==> src/rtl/core/u8dc_pkg.sv <==
// Shared types, widths and a lead-byte helper for the UTF-8 decoder.
`default_nettype none

package u8dc_pkg;

    localparam int unsigned CP_W      = 21;
    localparam int unsigned LEN_W     = 3;
    localparam int unsigned PAYLOAD_W = 18;

    typedef logic [CP_W-1:0]  cp_t;
    typedef logic [LEN_W-1:0] len_t;

    // Sequence lengths by name
    localparam len_t LEN_NONE = 3'd0;
    localparam len_t LEN_ONE  = 3'd1;
    localparam len_t LEN_TWO  = 3'd2;
    localparam len_t LEN_THREE = 3'd3;
    localparam len_t LEN_FOUR = 3'd4;

    // One decoded codepoint leaving the sequence tracker
    typedef struct packed {
        cp_t  codepoint;
        len_t seq_length;
        logic first_of_text;
        logic last_of_text;
    } u8dc_res_t;

    // Expected sequence length from a lead byte; stray bytes count as one
    function automatic len_t lead_length(input logic [7:0] b);
        len_t len;
        if (b[7] == 1'b0) begin
            len = LEN_ONE;
        end else if (b[7:5] == 3'b110) begin
            len = LEN_TWO;
        end else if (b[7:4] == 4'b1110) begin
            len = LEN_THREE;
        end else if (b[7:3] == 5'b11110) begin
            len = LEN_FOUR;
        end else begin
            len = LEN_ONE;
        end
        return len;
    endfunction

endpackage

`default_nettype wire

==> src/rtl/core/utf8_decoder_with_case.sv <==
// A word that completes a codepoint passes the input register, then the result register, to m_valid.
// Throughput: one byte per cycle; the input register and the result register both
// advance every cycle while m_ready is high, so no byte waits on an earlier one.
// A byte that only opens or extends a sequence produces no result word.
// Reset (aresetn low, synchronous) empties both registers, closes any open
// sequence and marks the next codepoint as the first of a text.
`default_nettype none

module utf8_decoder_with_case (
    input  wire                 aclk,
    input  wire                 aresetn,
    input  wire                 s_valid,
    output logic                s_ready,
    input  wire [7:0]           s_data_byte,
    input  wire                 s_end_of_text,
    output logic                m_valid,
    input  wire                 m_ready,
    output u8dc_pkg::cp_t       m_codepoint,
    output u8dc_pkg::len_t      m_seq_length,
    output logic                m_is_lower,
    output u8dc_pkg::cp_t       m_upper_codepoint,
    output logic                m_first_of_text,
    output logic                m_last_of_text
);
    import u8dc_pkg::*;

    logic       in_valid_reg, in_valid_next;
    logic [7:0] in_byte_reg;
    logic       in_eot_reg;

    logic       out_valid_reg, out_valid_next;
    u8dc_res_t  out_res_reg;
    logic       out_lower_reg;
    cp_t        out_upper_reg;

    logic       advance;
    logic       emit;
    u8dc_res_t  result;
    logic       res_lower;
    cp_t        res_upper;

    // Move the held word forward when the result register can take it
    assign advance = in_valid_reg && (!out_valid_reg || m_ready);
    assign s_ready = !in_valid_reg || advance;

    u8dc_seq u_seq (
        .aclk        (aclk),
        .aresetn     (aresetn),
        .step        (advance),
        .data_byte   (in_byte_reg),
        .end_of_text (in_eot_reg),
        .emit        (emit),
        .result      (result)
    );

    u8dc_case u_case (
        .codepoint       (result.codepoint),
        .is_lower        (res_lower),
        .upper_codepoint (res_upper)
    );

    // Valid flags for both registers
    always_comb begin
        if (s_valid && s_ready) begin
            in_valid_next = 1'b1;
        end else if (advance) begin
            in_valid_next = 1'b0;
        end else begin
            in_valid_next = in_valid_reg;
        end

        if (advance && emit) begin
            out_valid_next = 1'b1;
        end else if (m_ready) begin
            out_valid_next = 1'b0;
        end else begin
            out_valid_next = out_valid_reg;
        end
    end

    // Hold control state
    always_ff @(posedge aclk) begin
        if (!aresetn) begin
            in_valid_reg  <= 1'b0;
            out_valid_reg <= 1'b0;
        end else begin
            in_valid_reg  <= in_valid_next;
            out_valid_reg <= out_valid_next;
        end
    end

    // Capture input and result words
    always_ff @(posedge aclk) begin
        if (s_valid && s_ready) begin
            in_byte_reg <= s_data_byte;
            in_eot_reg  <= s_end_of_text;
        end
        if (advance && emit) begin
            out_res_reg   <= result;
            out_lower_reg <= res_lower;
            out_upper_reg <= res_upper;
        end
    end

    assign m_valid           = out_valid_reg;
    assign m_codepoint       = out_res_reg.codepoint;
    assign m_seq_length      = out_res_reg.seq_length;
    assign m_is_lower        = out_lower_reg;
    assign m_upper_codepoint = out_upper_reg;
    assign m_first_of_text   = out_res_reg.first_of_text;
    assign m_last_of_text    = out_res_reg.last_of_text;

endmodule

`default_nettype wire

==> src/rtl/core/u8dc_case.sv <==
// Latin lower-case detection and upper-case mapping of one codepoint.
`default_nettype none

module u8dc_case (
    input  wire u8dc_pkg::cp_t codepoint,
    output logic               is_lower,
    output u8dc_pkg::cp_t      upper_codepoint
);
    import u8dc_pkg::*;

    logic ascii_lower;
    logic latin1_lower;
    logic ext_a_lower;

    // Classify the three lower-case ranges
    always_comb begin
        ascii_lower  = (codepoint inside {[21'h61 : 21'h7A]});
        latin1_lower = (codepoint inside {[21'hE0 : 21'hFE]}) && (codepoint != 21'hF7);
        ext_a_lower  = (codepoint inside {[21'h100 : 21'h17F]}) && codepoint[0];
    end

    // Map to upper case: subtract 0x20 for ASCII and Latin-1, 1 for Extended-A
    always_comb begin
        is_lower = ascii_lower || latin1_lower || ext_a_lower;
        if (ascii_lower || latin1_lower) begin
            upper_codepoint = codepoint - cp_t'(32);
        end else if (ext_a_lower) begin
            upper_codepoint = codepoint - cp_t'(1);
        end else begin
            upper_codepoint = codepoint;
        end
    end

endmodule

`default_nettype wire

==> src/rtl/core/u8dc_seq.sv <==
// Sequence tracker: holds the open UTF-8 sequence and assembles codepoints.
`default_nettype none

module u8dc_seq (
    input  wire                    aclk,
    input  wire                    aresetn,
    input  wire                    step,
    input  wire [7:0]              data_byte,
    input  wire                    end_of_text,
    output logic                   emit,
    output u8dc_pkg::u8dc_res_t    result
);
    import u8dc_pkg::*;

    logic [7:0]           held_lead_reg,  held_lead_next;
    logic [PAYLOAD_W-1:0] payload_reg,    payload_next;
    len_t                 bytes_held_reg, bytes_held_next;
    len_t                 expected_reg,   expected_next;
    logic                 at_start_reg,   at_start_next;

    logic                 seq_open;
    len_t                 lead_len;
    len_t                 held_inc;
    logic [PAYLOAD_W-1:0] payload_shift;
    cp_t                  lead_part;
    cp_t                  cp_value;
    len_t                 len_value;

    // Decode one word against the open sequence
    always_comb begin
        seq_open = (bytes_held_reg != LEN_NONE) && (bytes_held_reg <= LEN_THREE)
                   && (expected_reg >= LEN_TWO) && (expected_reg <= LEN_FOUR);
        lead_len      = lead_length(data_byte);
        held_inc      = bytes_held_reg + LEN_ONE;
        payload_shift = {payload_reg[PAYLOAD_W-7:0], data_byte[5:0]};

        case (held_inc)
            LEN_TWO:   lead_part = {10'b0, held_lead_reg[4:0], 6'b0};
            LEN_THREE: lead_part = {5'b0, held_lead_reg[3:0], 12'b0};
            LEN_FOUR:  lead_part = {held_lead_reg[2:0], 18'b0};
            default:   lead_part = '0;
        endcase

        held_lead_next  = held_lead_reg;
        payload_next    = payload_reg;
        bytes_held_next = bytes_held_reg;
        expected_next   = expected_reg;
        at_start_next   = at_start_reg;
        emit            = 1'b0;
        cp_value        = {13'b0, data_byte};
        len_value       = LEN_ONE;

        if (!seq_open) begin
            // Lead byte: emit single-byte words and remnants raw, else open
            if ((lead_len == LEN_ONE) || end_of_text) begin
                emit = 1'b1;
            end else begin
                held_lead_next  = data_byte;
                payload_next    = '0;
                bytes_held_next = LEN_ONE;
                expected_next   = lead_len;
            end
        end else begin
            // Continuation: gather six bits, close on full length or end of text
            payload_next    = payload_shift;
            bytes_held_next = held_inc;
            if ((held_inc >= expected_reg) || end_of_text) begin
                emit      = 1'b1;
                cp_value  = lead_part | {3'b0, payload_shift};
                len_value = held_inc;
            end
        end

        if (emit) begin
            held_lead_next  = '0;
            payload_next    = '0;
            bytes_held_next = LEN_NONE;
            expected_next   = LEN_NONE;
            at_start_next   = end_of_text;
        end

        result.codepoint     = cp_value;
        result.seq_length    = len_value;
        result.first_of_text = at_start_reg;
        result.last_of_text  = end_of_text;
    end

    // Advance sequence state on each processed word
    always_ff @(posedge aclk) begin
        if (!aresetn) begin
            held_lead_reg  <= '0;
            payload_reg    <= '0;
            bytes_held_reg <= LEN_NONE;
            expected_reg   <= LEN_NONE;
            at_start_reg   <= 1'b1;
        end else if (step) begin
            held_lead_reg  <= held_lead_next;
            payload_reg    <= payload_next;
            bytes_held_reg <= bytes_held_next;
            expected_reg   <= expected_next;
            at_start_reg   <= at_start_next;
        end
    end

endmodule

`default_nettype wire

==> config.mk <==
export PLATFORM = sky130hd
export DESIGN_NAME = utf8_decoder_with_case
export DESIGN_NICKNAME = d
export VERILOG_FILES = /design/src/rtl/core/u8dc_pkg.sv /design/src/rtl/core/utf8_decoder_with_case.sv /design/src/rtl/core/u8dc_case.sv /design/src/rtl/core/u8dc_seq.sv
export SDC_FILE = /design/constraint.sdc
export NUM_CORES = 1
export LEC_CHECK = 0
export ABC_AREA = 1
export BUFFER_PORTS_ARGS = -buffer_cell sky130_fd_sc_hd__buf_2
export CAP_MARGIN = 10
export CORE_ASPECT_RATIO = 2
export CORE_UTILIZATION = 45
export CTS_BUF_LIST = sky130_fd_sc_hd__clkbuf_8
export DETAILED_ROUTE_END_ITERATION = 8
export PLACE_DENSITY = 0.74
export SETUP_SLACK_MARGIN = 0.1
export SLEW_MARGIN = 10
export SYNTH_ARGS = -nofsm -noshare
export SYNTH_HDL_FRONTEND = slang
export SYNTH_SLANG_ARGS = --single-unit
==> constraint.sdc <==
create_clock -name aclk -period 7.1 [get_ports aclk]
set_input_delay 0.355 -clock aclk [delete_from_list [all_inputs] [get_ports aclk]]
set_output_delay 0.355 -clock aclk [all_outputs]
set_load 0.01 [all_outputs]
==> impl_metrics.yaml <==
logic_synthesis:
  avgSynthCellArea_sq_um: 9.18
  netlist_instances: 426
  ys_warn_count: 0
  synth_ff_type: "edfxtp_1"
  ys_ff_latch: 83
  synth_edf_count: 57
  async_reset_ff_share_pct: 0
  ys_seq_area_share_pct: 57.1
  syn_area_sq_mm: 0.00391
  synth.distinct_cells: 29
  syn_nets: 453
power_and_ir_drop:
  power_leakage_uw: 0.00198
  ir_drop_v: 0.000141
  powerDensity_mw_per_mm2: 210
flow_run:
  maxCapViolCount: 0
critical_path:
  path_class: "reg -> reg"
  cp_slowest_cell: "dfxtp_1"
  worstPathMaxFanout: 11
  reg2regPathDepth: 21
  crit_chain: "inv_1 > ha_1 > ha_1 > nand2_1 > nand2_1 > nand2_1 > nand2_2 > nand2_2 > nand2_1 > nand2_2 > ha_1 > inv_1 > o21ai_0 > inv_1 > nand3_1 > nand2_2 > nand3_4 > nor2_4 > nand2_1 > nand2_1 > nand2_1"
  r2r_setup_slack_ns: 3.77
  reg2reg_to: "m_upper_codepoint[4]"
  cp_data_required_time_ns: 7.21
  end_kind: "register"
  r2r-start: "u_seq.bytes_held_reg[0]"
  max_stage_delay_ns: 0.48
  crit_path_frequent_cell: "nand2_1"
  startpoint_type: "register"
  cp_data_arrival_time_ns: 3.44
clock_tree:
  cts_max_path_buffers: 2
  clkTransAtPathRegs_ns: 0.08
  cts_sinks: 83
  h-tree-depth: 3
  cts_root_buffer: "clkbuf_8"
  cts_setup_buffers: 0
  cts_tree: "done"
  cts_hold_buf: 0
  cts_buffers: 9
  insertion_delay_ns: 0.35
  ctsResizeCount: 0
worst_hold_path:
  hp-class: "in -> reg"
  hold_depth: 1
  holdPathEnd: "in_byte_reg[6]"
  hold_start: "s_data_byte[6]"
cells_and_area:
  diodes: 0
  area_growth_syn_to_layout_pct: 15.0
  drive_above_1_share_pct: 19.4
  fin_util_pct: 53.9
  num-nets-final: 516
sta:
  finalClockSkew_ns: 0.00791
  slew_headroom_pct: 38.7
  finalHoldViolCount: 0
  finalSetupViolCount: 0
  setup_tns_ns: 0
  min_period_over_period_pct: 46.9
  drv_slew: 0
  tightest_slew_ns: 0.916
  rsz0062_at_grt: "no"
  final.min_clock_period_ns: 3.33
  max_freq_ghz: 0.300
placed_design:
  globalplace.congestion: 0.909
  numPortBuffers: 62
  dp_hpwl_um: 6470
floorplan:
  dieArea_sq_mm: 0.00909
  core-area_sq_mm: 0.00835
  start_util_pct: 46.9
  dieHeight_um: 134
  die-width_um: 67.9
  ios: 63
  rows: 47
grt:
  grt_first_pass_wirelength_um: 13400
  grt_max_degree: 33
  antenna_found_initial: 0
  grt_use_total_pct: 20.3
  grt_overflow: 0
  grt_pass1_vias: 2915
route:
  drtIter0Drc: 243
  drc: 0
  wl_per_cell_um: 14.3
  ant_nets: 0
  viasPerCell: 5.10
  dr.pass1.iters: 4
  finalWirelength_um: 8470
  vias: 3017
status:
  status: "completed"
-- critical path, delay by kind of cell, from the launching register on --
family                   cells  cell delay (ns)
AND/OR/NAND/NOR             14             1.38
buffers and inverters        3             0.24
adder cells (fa/ha/maj)      3             0.91
AO/OA/AOI/OAI                1             0.07
flip-flops                   1             0.48
-- routing by layer --
layer  wire (um)  global-route usage (%)  vias to the layer above
met5           0                       0                        -
met4         471                    13.9                        0
met3         300                    3.57                       32
met2        4730                    36.4                       86
met1        2970                    19.8                     1382
li1            -                       -                     1517
-- cell type report --
class                   instances  area [sq um]
fillers                       781          3850
flip-flops and latches         83          2230
multi-input cells             274          1420
repair buffers                 63           318
inverters                      58           218
clock buffers                   9           124
well taps                      98           123
clock inverters                 7          70.1
-- layout by cell type, fill, tap and decap left out, drive strengths merged, types with 3 or more instances in the layout --
cell,count
ha,14
nor2,43
o211ai,6
nor3,6
nand4,3
o21ai,11
clkbuf,9
dfxtp,26
edfxtp,57
o21bai,5
inv,58
buf,63
nand2,124
a21oi,27
nand3,30
clkinv,4
-- report_power, final --
| part | switching [uW] | internal (uW) |
|---|---|---|
| clock | 166 | 161 |
| sequential | 11.4 | 537 |
| combinational | 48.4 | 22.7 |
-- synthesized netlist by cell type (3+ instances only) --
cell	number	area, sq um
nand2_1	116	435
edfxtp_1	57	1710
inv_1	55	206
nor2_1	38	143
nand3_1	28	140
a21oi_1	26	130
dfxtp_1	26	521
ha_1	14	175
o21ai_0	9	45.0
clkbuf_1	8	30.0
nand2_2	6	37.5
nor3_1	6	30.0
o211ai_1	6	45.0
o21bai_1	5	37.5
nand4_1	3	18.8
nor2_4	3	33.8
-- cell families after synthesis --
| group | Yosys count | share of synthesized area, % |
|---|---|---|
| fa+ha+maj | 14 | 4.48 |
| compound gates | 52 | 7.87 |
| buf+inv | 69 | 6.94 |
| simple gates | 206 | 23.2 |
| xor+xnor | 2 | 0.448 |
| flops | 83 | 57.1 |
-- how the worst max path moves through the flow --
stage	cells past startpoint	to	slack [ns]	from
floorplan	15	u_seq.expected_reg[0]	2.60	u_seq.bytes_held_reg[0]
global placement	12	m_seq_length[1]	3.91	u_seq.bytes_held_reg[0]
detailed placement	12	m_codepoint[18]	3.84	u_seq.bytes_held_reg[0]
CTS	21	m_upper_codepoint[4]	3.79	u_seq.bytes_held_reg[0]
global route	20	m_upper_codepoint[7]	3.51	u_seq.bytes_held_reg[0]
finish	21	m_upper_codepoint[4]	3.77	u_seq.bytes_held_reg[0]
-- per-stage QoR --
stage               instances  cell area, sq um  hold WS [ns]  power [uW]  worst slack, ns
floorplan                 426              3910         0.409         604             2.60
global placement          576              4310         0.421         629             3.91
detailed placement        576              4310         0.431         631             3.84
CTS                       592              4500         0.155         953             3.79
global route              592              4500         0.157         979             3.51
finish                    592              4500         0.169         946             3.77
(Power assumes the default switching activity.)
